--- src/rtl/skv_pkg.sv ---
// ----------------------------------------------------------------------------
// skv_pkg
// Shared types and constants of the SPH kernel evaluator.
// ----------------------------------------------------------------------------
package skv_pkg;

  localparam int unsigned POS_FRAC_BITS = 14;
  localparam int unsigned POS_W   = 16;
  localparam int unsigned DIFF_W  = POS_W + 1;
  localparam int unsigned SQ_W    = 2 * DIFF_W;
  localparam int unsigned ROOT_W  = SQ_W / 2;
  localparam int unsigned REM_W   = ROOT_W + 4;
  localparam int unsigned RAD_W   = 15;
  localparam int unsigned INV_W   = 32;
  localparam int unsigned CFG_W   = 32;
  localparam int unsigned RES_W   = 32;
  localparam int unsigned BASE_W  = 5 * RAD_W + 2;
  localparam int unsigned BASE_LO = (BASE_W + 1) / 2;
  localparam int unsigned BASE_HI = BASE_W - BASE_LO;
  localparam int unsigned PROD_W  = BASE_W + INV_W;
  localparam int unsigned RND_W   = PROD_W + 1;

  localparam logic [RAD_W-1:0] RADIUS_RESET = 15'd1638;

  localparam logic [1:0] CMD_KERNEL = 2'd0;
  localparam logic [1:0] CMD_GRAD   = 2'd1;
  localparam logic [1:0] CMD_NEAR   = 2'd2;

  localparam logic [1:0] REG_RADIUS   = 2'd0;
  localparam logic [1:0] REG_INV_MAIN = 2'd1;
  localparam logic [1:0] REG_INV_NEAR = 2'd2;

  localparam int unsigned SHIFT_KERNEL = 2 * POS_FRAC_BITS;
  localparam int unsigned SHIFT_GRAD   = POS_FRAC_BITS;
  localparam int unsigned SHIFT_NEAR   = 5 * POS_FRAC_BITS;

  typedef struct packed {
    logic [1:0]      cmd;
    logic [SQ_W-1:0] sq;
  } skv_item_t;

endpackage

--- src/rtl/skv_fifo.sv ---
// ----------------------------------------------------------------------------
// skv_fifo
// Short queue between the front and back parts.
// ----------------------------------------------------------------------------
module skv_fifo import skv_pkg::*; (
  input  logic      clk_i,
  input  logic      rst_ni,
  input  logic      push_i,
  input  skv_item_t push_item_i,
  output logic      full_o,
  input  logic      pop_i,
  output logic      valid_o,
  output skv_item_t pop_item_o
);

  localparam int unsigned DEPTH = 4;
  localparam int unsigned AW    = $clog2(DEPTH);

  skv_item_t       mem_q [DEPTH];
  logic [AW-1:0]   wr_q, rd_q;
  logic [AW:0]     cnt_q;

  assign full_o     = cnt_q == (AW+1)'(DEPTH);
  assign valid_o    = cnt_q != '0;
  assign pop_item_o = mem_q[rd_q];

  always_ff @(posedge clk_i or negedge rst_ni) begin
    if (!rst_ni) begin
      wr_q  <= '0;
      rd_q  <= '0;
      cnt_q <= '0;
    end else begin
      if (push_i) begin
        wr_q <= wr_q + 1'b1;
      end
      if (pop_i) begin
        rd_q <= rd_q + 1'b1;
      end
      if (push_i && !pop_i) begin
        cnt_q <= cnt_q + 1'b1;
      end else if (pop_i && !push_i) begin
        cnt_q <= cnt_q - 1'b1;
      end
    end
  end

  always_ff @(posedge clk_i) begin
    if (push_i) begin
      mem_q[wr_q] <= push_item_i;
    end
  end

endmodule

--- config.mk ---
export PLATFORM = sky130hd
export DESIGN_NAME = skv_fifo
export DESIGN_NICKNAME = d
export VERILOG_FILES = /design/src/rtl/skv_pkg.sv /design/src/rtl/skv_fifo.sv
export SDC_FILE = /design/constraint.sdc
export NUM_CORES = 1
export LEC_CHECK = 0
export ABC_AREA = 1
export BUFFER_PORTS_ARGS = -buffer_cell sky130_fd_sc_hd__buf_2
export CAP_MARGIN = 15
export CORE_ASPECT_RATIO = 1.75
export CORE_MARGIN = 3
export CORE_UTILIZATION = 60
export CTS_CLUSTER_SIZE = 30
export DETAILED_ROUTE_END_ITERATION = 10
export PLACE_DENSITY_LB_ADDON = 0.12
export SLEW_MARGIN = 30
export SYNTH_ARGS = -nofsm -noshare
export SYNTH_HDL_FRONTEND = slang
export SYNTH_SLANG_ARGS = --single-unit
--- constraint.sdc ---
create_clock -name clk_i -period 3.9 [get_ports clk_i]
set_clock_uncertainty 0.05 [all_clocks]
set_input_delay 0.39 -clock clk_i [delete_from_list [all_inputs] [get_ports clk_i]]
set_output_delay 0.39 -clock clk_i [all_outputs]
set_load 0.05 [all_outputs]
==> results.sh <==
export IMPL_port_buffers=77
export IMPL_rsz0062_at_grt="false"
export IMPL_fin_nets=595
export IMPL_tightest_slew_ns=0.956
export IMPL_routed_wl_mm=10.7
export IMPL_grt_pass1_wl_mm=17.0
export IMPL_grt_pass1_vias=3641
export IMPL_worstSkewPairLatency_ns=0.41
export IMPL_grt_max_degree=103
export IMPL_ys_seq_elements=151
export IMPL_syn_nets=514
export IMPL_yosysSeqAreaShare_pct=73.0
export IMPL_r2r_start="wr_q[1]"
export IMPL_startpoint="rd_q[1]"
export IMPL_synth_warnings=0
export IMPL_syn_inst=468
export IMPL_vias_per_cell=5.27
export IMPL_htree_levels=4
export IMPL_post_cts_buffers=0
export IMPL_critPathMaxFanout=37
export IMPL_yosysUniqueCellTypes=20
export IMPL_antenna_found_initial=0
export IMPL_rr_worst_depth=5
export IMPL_gp_congestion=0.698
export IMPL_wl_per_cell_um=15.6
export IMPL_rr_endpoint="mem_q[1][33]"
export IMPL_drc=0
export IMPL_slew_viol_final=0
export IMPL_core_mm2=0.00997
export IMPL_detail_route_first_pass_iterations=4
export IMPL_rows=48
export IMPL_status="completed"
export IMPL_cts_buffers=17
export IMPL_cap_violations=0
export IMPL_r2r_slack_ns=1.60
export IMPL_ctsResizeCount=0
export IMPL_die_area_mm2=0.0116
export IMPL_clk_path_buf_depth=2
export IMPL_syn2layout_area_growth_pct=15.8
export IMPL_ios=78
export IMPL_cts_root_buf="clkbuf_16"
export IMPL_clkSlewWorstSetupHoldPaths_ns=0.06
export IMPL_start_kind="flip-flop"
export IMPL_ys_async_sr_fraction_pct=4.64
export IMPL_finalHoldViolations=0
export IMPL_place_hpwl_mm=6.42
export IMPL_grt_overflow=0
export IMPL_track_usage_pct=20.4
export IMPL_fin_crit_sh_pct=70.6
export IMPL_synthFlopType="edfxtp_1"
export IMPL_die_h_um=140
export IMPL_vias=3618
export IMPL_crit_end="pop_item_o[29]"
export IMPL_dr_first_iter_drc_count=175
export IMPL_cts_tree="built"
export IMPL_synth_area_per_cell_um2=13.2
export IMPL_max_slew_margin_pct=35.9
export IMPL_finalSetupViolCount=0
export IMPL_holdBufCountCts=1
export IMPL_ant_nets=0
export IMPL_synth_edff_count=144
export IMPL_period_minus_slack_ns=2.76
export IMPL_hold_path_class="in2reg"
export IMPL_timing_setup_tns_ns=0
export IMPL_drive_gt1_share_pct=21.5
export IMPL_start_util_pct=61.8
export IMPL_fmax_mhz=363
export IMPL_die_x_um=82.6
export IMPL_num_antenna_cells=0
export IMPL_cp_end_kind="primary output"
export IMPL_cts_sinks=151
export IMPL_critPathRequiredTime_ns=3.46
export IMPL_critPathKind="reg2out"
export IMPL_critPathArrivalTime_ns=2.31
export IMPL_syn_area_mm2=0.00616
## worst max-delay path, stage by stage (launching register included)
cell      delay [ns]
dfrtp_1         0.81
clkinv_4        0.48
o211ai_1        0.26
nand2_1         0.11
buf_2           0.22
## cells in the final DEF, fill, tap and decap left out
master,instances
nor3_1,1
o21ai_1,1
clkinv_2,1
dfrtp_4,1
dfrtp_1,6
o211ai_1,72
clkinv_4,6
buf_4,7
inv_6,4
nand3_1,1
clkbuf_16,17
nand2_1,122
buf_12,1
nor2_1,1
xnor2_1,1
buf_2,77
ha_1,5
edfxtp_1,144
inv_1,79
clkinvlp_4,5
fa_1,1
xor2_1,3
inv_2,2
dlygate4sd3_1,1
nand4_1,1
clkinv_1,2
## how the worst min path moves through the flow
stage,from,end,slack (ns),cells after the start
after global placement,rst_ni,rd_q[1],0.18,1
after global routing,push_item_i[8],mem_q[1][8],0.12,1
after detailed placement,rst_ni,rd_q[1],0.19,1
after floorplan,rst_ni,cnt_q[0],0.04,0
after CTS,push_item_i[6],mem_q[0][6],0.12,1
final,push_item_i[6],mem_q[0][6],0.13,1
## stage by stage
stage	utilization, %	instance area (um^2)	setup slack [ns]	hold WS, ns	cells
floorplan	-	6160	1.94	0.0444	468
global placement	65.8	6560	1.55	0.185	653
detailed placement	65.8	6560	1.46	0.188	653
CTS	71.4	7120	1.01	0.117	686
global route	71.6	7140	1.01	0.116	687
finish	71.6	7140	1.15	0.133	687
## metal layers
layer  global-route usage, %  up-vias  routed length (um)
met2                    35.2       82                5760
li1                        -     1776                   -
met3                    6.37       13                 547
met1                    22.0     1747                4250
met5                       0        -                   0
met4                    9.82        0                 172
## Yosys cell counts, types with 2 or more instances
cell,instances,area [um^2]
buf_2,6,30.0
buf_4,10,75.1
buf_6,2,22.5
clkbuf_8,5,68.8
dfrtp_1,7,175
edfxtp_1,144,4320
ha_1,5,62.6
inv_1,83,312
nand2_1,122,458
o211ai_1,72,541
xor2_1,3,26.3
## sequential cells by signal, indices dropped and copies added (netlist names)
name,cells
mem_q,144
cnt_q,3
rd_q,2
wr_q,2
## cell type report
cell class	count	area, um^2
clock inverters	15	121
repair buffers	86	468
inverters	84	320
clock buffers	17	425
fillers	676	2830
well taps	125	156
flip-flops and latches	151	4500
multi-input cells	209	1140
## cell families after synthesis
family | Yosys count | synth area share (%)
XOR/XNOR | 4 | 0.569
buffers and inverters | 108 | 8.45
flip-flops | 151 | 73.0
AO/OA/AOI/OAI | 73 | 8.85
adder cells (fa/ha/maj) | 6 | 1.34
AND/OR/NAND/NOR | 126 | 7.76
Power is left out: the tool's default activity adds up to more than one toggle a clock period on the data nets, which glitch-free logic cannot reach.
