[config.mk]
export PLATFORM = sky130hd
export DESIGN_NAME = skv_front
export DESIGN_NICKNAME = d
export VERILOG_FILES = /design/src/rtl/skv_pkg.sv /design/src/rtl/skv_front.sv
export SDC_FILE = /design/constraint.sdc
export NUM_CORES = 1
export LEC_CHECK = 0
export BUFFER_PORTS_ARGS = -buffer_cell sky130_fd_sc_hd__buf_2
export CORE_MARGIN = 5
export CORE_UTILIZATION = 35
export CTS_CLUSTER_DIAMETER = 40
export CTS_CLUSTER_SIZE = 10
export DETAILED_ROUTE_END_ITERATION = 8
export SKIP_LAST_GASP = 1
export SYNTH_ARGS = -nofsm -noshare
export SYNTH_HDL_FRONTEND = slang
export SYNTH_SLANG_ARGS = --single-unit
[constraint.sdc]
create_clock -name clk_i -period 11.2 [get_ports clk_i]
set_clock_uncertainty 0.15 [all_clocks]
set_input_delay 2.8 -clock clk_i [delete_from_list [all_inputs] [get_ports clk_i]]
set_output_delay 2.8 -clock clk_i [all_outputs]
set_load 0.02 [all_outputs]
[src/rtl/skv_pkg.sv]
// ----------------------------------------------------------------------------
// skv_pkg
// Shared types and constants of the SPH kernel evaluator.
// ----------------------------------------------------------------------------
package skv_pkg;

  localparam int unsigned POS_FRAC_BITS = 14;
  localparam int unsigned POS_W   = 16;
  localparam int unsigned DIFF_W  = POS_W + 1;
  localparam int unsigned SQ_W    = 2 * DIFF_W;
  localparam int unsigned ROOT_W  = SQ_W / 2;
  localparam int unsigned REM_W   = ROOT_W + 4;
  localparam int unsigned RAD_W   = 15;
  localparam int unsigned INV_W   = 32;
  localparam int unsigned CFG_W   = 32;
  localparam int unsigned RES_W   = 32;
  localparam int unsigned BASE_W  = 5 * RAD_W + 2;
  localparam int unsigned BASE_LO = (BASE_W + 1) / 2;
  localparam int unsigned BASE_HI = BASE_W - BASE_LO;
  localparam int unsigned PROD_W  = BASE_W + INV_W;
  localparam int unsigned RND_W   = PROD_W + 1;

  localparam logic [RAD_W-1:0] RADIUS_RESET = 15'd1638;

  localparam logic [1:0] CMD_KERNEL = 2'd0;
  localparam logic [1:0] CMD_GRAD   = 2'd1;
  localparam logic [1:0] CMD_NEAR   = 2'd2;

  localparam logic [1:0] REG_RADIUS   = 2'd0;
  localparam logic [1:0] REG_INV_MAIN = 2'd1;
  localparam logic [1:0] REG_INV_NEAR = 2'd2;

  localparam int unsigned SHIFT_KERNEL = 2 * POS_FRAC_BITS;
  localparam int unsigned SHIFT_GRAD   = POS_FRAC_BITS;
  localparam int unsigned SHIFT_NEAR   = 5 * POS_FRAC_BITS;

  typedef struct packed {
    logic [1:0]      cmd;
    logic [SQ_W-1:0] sq;
  } skv_item_t;

endpackage

[src/rtl/skv_front.sv]
// ----------------------------------------------------------------------------
// skv_front
// Input stage: take a transfer, form the squared distance, push to the queue.
// ----------------------------------------------------------------------------
module skv_front import skv_pkg::*; (
  input  logic             clk_i,
  input  logic             rst_ni,
  input  logic             in_valid_i,
  output logic             in_stall_o,
  input  logic [1:0]       cmd_i,
  input  logic [POS_W-1:0] particle_x_i,
  input  logic [POS_W-1:0] particle_y_i,
  input  logic [POS_W-1:0] sample_x_i,
  input  logic [POS_W-1:0] sample_y_i,
  output logic             push_o,
  output skv_item_t        push_item_o,
  input  logic             full_i
);

  logic              vld_q;
  logic [1:0]        cmd_q;
  logic [DIFF_W-1:0] ax_q, ay_q;
  logic signed [DIFF_W-1:0] dx, dy;
  logic              take;

  assign in_stall_o = vld_q && full_i;
  assign take       = in_valid_i && !in_stall_o;
  assign push_o     = vld_q && !full_i;

  assign dx = DIFF_W'($signed(particle_x_i)) - DIFF_W'($signed(sample_x_i));
  assign dy = DIFF_W'($signed(particle_y_i)) - DIFF_W'($signed(sample_y_i));

  always_ff @(posedge clk_i or negedge rst_ni) begin
    if (!rst_ni) begin
      vld_q <= 1'b0;
    end else if (take) begin
      vld_q <= 1'b1;
    end else if (push_o) begin
      vld_q <= 1'b0;
    end
  end

  always_ff @(posedge clk_i) begin
    if (take) begin
      cmd_q <= cmd_i;
      ax_q  <= dx[DIFF_W-1] ? DIFF_W'(-dx) : DIFF_W'(dx);
      ay_q  <= dy[DIFF_W-1] ? DIFF_W'(-dy) : DIFF_W'(dy);
    end
  end

  assign push_item_o.cmd = cmd_q;
  assign push_item_o.sq  = SQ_W'(ax_q) * SQ_W'(ax_q) + SQ_W'(ay_q) * SQ_W'(ay_q);

endmodule

==> flow_summary.ini, run 1 <==
[clock_tree]
clk_latency_ns = 0.30
clk_pin_slew_ns = 0.06
htreeDepth = 2
cts_tree = yes
cts_buffers = 5
holdBufCountCts = 0
clock-root-buffer = clkbuf_16
cts_buffer_depth = 2
clock_sinks = 37

[global_routing]
antenna_found_initial = 0
grt_pass1_vias = 16100
grt_max_degree = 37
grt_pass1_wl_um = 77500
grt_usage_pct = 14.9
gr-total-overflow = 0

[yosys]
synth.area.top_cells = fa_1, ha_1, inv_1
synth_area_um2 = 20300
synth-seq-cells = 37
syn_avg_cell_area_um2 = 9.18
synth_async_sr_flop_share_pct = 2.70
synth_most_common_cell = inv_1
ys_seq_area_share_pct = 5.46
synth_top_area_share_pct = 44.1
ys_types = 71
yosysWarnings = 0
synth_top_cell_by_area = fa_1
synth_common_cells = inv_1, fa_1, ha_1, nand2_1, and2_1
synth_nets = 2955
synth_cells = 2207
synth_ff_type = edfxtp_1
synth_edf_count = 36

[routing]
ant_nets = 0
viasPerCell = 4.66
drtIter0Drc = 591
dr.pass1.iters = 5
routed_wl_um = 45900
drc = 0
wl_per_cell_um = 14.7
num_vias = 14500

[layout]
design_area_um2 = 22300
drive_above_1_share_pct = 9.32
syn_to_final_growth_pct = 10.2
final_nets = 3098
antenna_cells = 0

[floorplanning]
rows = 88
die-area_um2 = 62800
fp.dieH_um = 251
num_io_pins = 108
die_x_um = 251
initial_core_util_pct = 35.2
design.core.area_um2 = 57500

[sta]
rsz0062_at_grt = true
slew_headroom_pct = 33.1
finalHoldViolations = 0
whs_ns = 0.530
slew_viol_final = 0
worst_pin_slew_ns = 0.997
fmax_mhz = 91.2
timing.final.crit_share_pct = 97.9
layout_min_cycle_time_ns = 10.96
setup_viol = 0

[setup_path]
reg2reg_from = vld_q
cp_num_buf_inv = 8
crit_slowest_cell = fa_1
cp_max_fo = 8
crit_required_ns = 8.25
end_kind = output port
crit_top_cell = fa_1
path_class = flip-flop to output port
critPathTopFamily = adder cells
cp_slowest_stage_delay_ns = 0.57
arrival_ns = 8.01
worst_setup_path_start_kind = flip-flop
crit_path_start = ax_q[11]

[placement]
dp_hpwl_um = 40800
post_dp_cell_area_um2 = 21800
place_congestion = 0.964
io_buffers = 107

[worst_hold_path]
min_from = vld_q
hold_path.class = flip-flop to flip-flop

[run_status]
status = finished, final reports clean

[run]
max_cap_violations = 0
==> logic make-up (layout without fill, tap and decap cells) <==
| kind of cell | Yosys count | count (layout) | share of synthesized area (%) |
|---|---|---|---|
| simple gates | 475 | 475 | 11.8 |
| xor+xnor | 91 | 91 | 3.97 |
| flops | 37 | 37 | 5.46 |
| compound gates | 208 | 208 | 6.97 |
| mux | 3 | 3 | 0.161 |
| fa+ha+maj | 678 | 678 | 58.4 |
| buf+inv | 715 | 859 | 13.3 |
==> cell type report <==
cell class                      count  area, um^2
Fill cell                        5860       35200
Multi-Input combinational cell   1455       16500
Inverter                          669        2510
Sequential cell                    37        1110
Timing Repair Buffer              182        1100
Tap cell                          765         957
Clock buffer                        8         146
==> registers in the layout, summed over array words and instances, names as in the netlist <==
name / cells
cmd_q: 2
ax_q: 17
ay_q: 17
vld_q: 1
==> repair_timing <==
action	CTS	global route
endpoints found under the setup margin	4	11
gates resized for setup	0	4
setup buffers	18	33
==> metal layers <==
layer	track usage (%)	vias to the layer above	wire length, um	share of wire, %
met3	1.01	35	1250	2.7
li1	-	6899	-	-
met1	18.1	7411	18400	40
met2	28.9	187	25600	56
met5	0	-	0	0
met4	3.09	0	661	1.4
==> worst paths after layout <==
path                       slack [ns]               to  cells past startpoint
setup reg to reg                 9.52          ax_q[7]                      3
hold reg to reg                  0.53            vld_q                      2
setup / recovery                 0.24  push_item_o[27]                     26
hold / removal                   0.53            vld_q                      2
min in group asynchronous        2.11            vld_q                      1
max in group asynchronous        8.71            vld_q                      1
==> placed cells by master, fill, tap and decap left out, types with 5 or more instances in the layout <==
| master | synthesis | final |
|---|---|---|
| fa_1 | 446 | 446 |
| o21ai_0 | 43 | 43 |
| nand3_1 | 12 | 12 |
| and3_1 | 6 | 6 |
| or3_1 | 8 | 8 |
| and2_1 | 116 | 116 |
| nor3_1 | 15 | 15 |
| nor2b_1 | 19 | 18 |
| nand2b_1 | 14 | 14 |
| nand4_1 | 6 | 6 |
| a21o_1 | 21 | 21 |
| a221oi_1 | 5 | 5 |
| o21bai_1 | 7 | 7 |
| buf_4 | 0 | 75 |
| or2_2 | 7 | 7 |
| edfxtp_1 | 36 | 36 |
| o21a_1 | 7 | 7 |
| ha_1 | 232 | 232 |
| a31oi_1 | 12 | 12 |
| nand2_1 | 180 | 180 |
| clkbuf_16 | 0 | 5 |
| nor2_1 | 68 | 67 |
| nand3b_1 | 5 | 5 |
| xnor2_1 | 61 | 61 |
| buf_2 | 1 | 107 |
| inv_1 | 669 | 669 |
| a21oi_1 | 47 | 47 |
| a211oi_1 | 15 | 14 |
| o31ai_1 | 8 | 7 |
| xor2_1 | 29 | 29 |
==> stage by stage <==
stage	instances	TNS [ns]	setup slack, ns	util (%)
2_1_floorplan	2207	0	1.29	-
3_3_place_gp	3057	0	0.328	37.9
3_5_place_dp	3057	0	0.156	37.9
4_1_cts	3083	0	0.00521	38.4
5_1_grt	3116	-0.0412	-0.0412	38.8
6_report	3116	0	0.239	38.8
==> tightest hold or removal path: stages, from the launching register on <==
cell and delay [ns]:
dfrtp_1 0.33, and2_1 0.19, or2_2 0.13
Power of run 1 is not shown: default switching activity piles up to over one toggle a cycle in this logic, so the estimate is an artifact.
==> run 2, diff against run 1 <==
==> constraint.sdc (replaced) <==
create_clock -name clk_i -period 11.2 [get_ports clk_i]
set_clock_uncertainty 0.15 [all_clocks]
set_input_delay 1.12 -clock clk_i [delete_from_list [all_inputs] [get_ports clk_i]]
set_output_delay 1.12 -clock clk_i [all_outputs]
set_load 0.02 [all_outputs]
==> flow_summary.ini, run 2 (synthesis results as in run 1) <==
[global_routing]
grt_pass1_vias = 16000
gr-total-overflow = 0
grt_pass1_wl_um = 77700
grt_max_degree = 37
grt_usage_pct = 15.0
antenna_found_initial = 0

[worst_hold_path]
hold_path.class = input pin to asynchronous set/reset pin

[floorplanning]
design.core.area_um2 = 57500
fp.dieH_um = 251
num_io_pins = 108
initial_core_util_pct = 35.2
die-area_um2 = 62800
die_x_um = 251
rows = 88

[setup_path]
crit_top_cell = fa_1
reg2reg_from = vld_q
cp_max_fo = 15
cp_slowest_stage_delay_ns = 0.79
r2r-end = ax_q[5]
crit_path_start = ax_q[12]
end_kind = output port
path_class = flip-flop to output port
r2r_slack_ns = 9.54
arrival_ns = 8.85
crit_required_ns = 9.93
cp-endpoint = push_item_o[27]
crit_slowest_cell = edfxtp_1
reg2regPathDepth = 3
worst_setup_path_start_kind = flip-flop

[placement]
io_buffers = 107
post-place-ws_ns = 1.57
dp_hpwl_um = 40300
post_dp_cell_area_um2 = 21600
place_congestion = 0.885

[layout]
final_nets = 3025
seq_area_um2 = 1110
mostFrequentLayoutCell = inv_1
mostFrequentLayoutCells = inv_1, fa_1, ha_1
multi_input_area_um2 = 16500
syn_to_final_growth_pct = 7.33
design_area_um2 = 21700
reg_top3 = ax_q (17), ay_q (17), cmd_q (2)
drive_above_1_share_pct = 6.28
fillers = 5877
antenna_cells = 0

[routing]
viasPerCell = 4.70
drtIter0Drc = 495
ant_nets = 0
num_vias = 14300
drc = 0
dr.pass1.iters = 5
routed_wl_um = 45400
wl_per_cell_um = 14.9

[clock_tree]
clk_latency_ns = 0.30
cts_setup_buffers = 0
clock-root-buffer = clkbuf_16
htreeDepth = 2
holdBufCountCts = 0
clk_pin_slew_ns = 0.06
clock_sinks = 37
cts_buffers = 5
ctsResizeCount = 0
cts_buffer_depth = 2
cts_tree = yes

[sta]
slew_headroom_pct = 34.2
fmax_mhz = 98.8
setup_tns_ns = 0
slew_viol_final = 0
final.setup.worst_slack_ns = 1.08
finalHoldViolations = 0
layout_min_cycle_time_ns = 10.12
worst_pin_slew_ns = 0.981
setup_viol = 0
rsz0062_at_grt = false
timing.final.crit_share_pct = 90.4
whs_ns = 0.430

[run_status]
status = finished, final reports clean

[run]
max_cap_violations = 0
-- run 2: cell types whose count changed in the layout (fill, tap and decap cells not counted), sizes merged --
cell    change
buf        -73
clkinv      +3
clkbuf      -3
-- run 2: worst min-delay path by stage --
stage                 from    end  slack (ns)
detailed placement   vld_q  vld_q        0.52
floorplan            vld_q  vld_q        0.59
CTS                 rst_ni  vld_q        0.41
finish              rst_ni  vld_q        0.43
global placement     vld_q  vld_q        0.50
global route        rst_ni  vld_q        0.42
-- run 2: layer usage --
layer	track usage, %	routed length [um]	vias to the layer above
li1	-	-	6741
met2	27.7	24300	224
met4	3.93	1050	0
met3	1.55	1430	55
met5	0	0	-
met1	18.6	18600	7278
-- run 2: layout make-up --
class	count	area share (%)
multi-input combinational	1455	75.8
inverter	669	11.6
sequential	37	5.09
tap	765	4.40
timing repair buffer	109	2.53
clock buffer	5	0.576
clock inverter	3	0.0576
-- run 2: critical path: cells and delay by family (launching register included) --
kind / cells / cell delay [ns]
DFF: 1 / 0.79
buffers and inverters: 8 / 0.87
adders and majority gates: 9 / 4.41
and+or+nand+nor: 4 / 0.75
AOI/OAI and AO/OA: 5 / 1.72
-- run 2: stage by stage --
stage               utilization [%]  cells
global route                   37.8   3043
detailed placement             37.6   3035
global placement               37.6   3035
floorplan                         -   2207
CTS                            37.8   3043
finish                         37.8   3043
Power of run 2 is left out for the same reason.
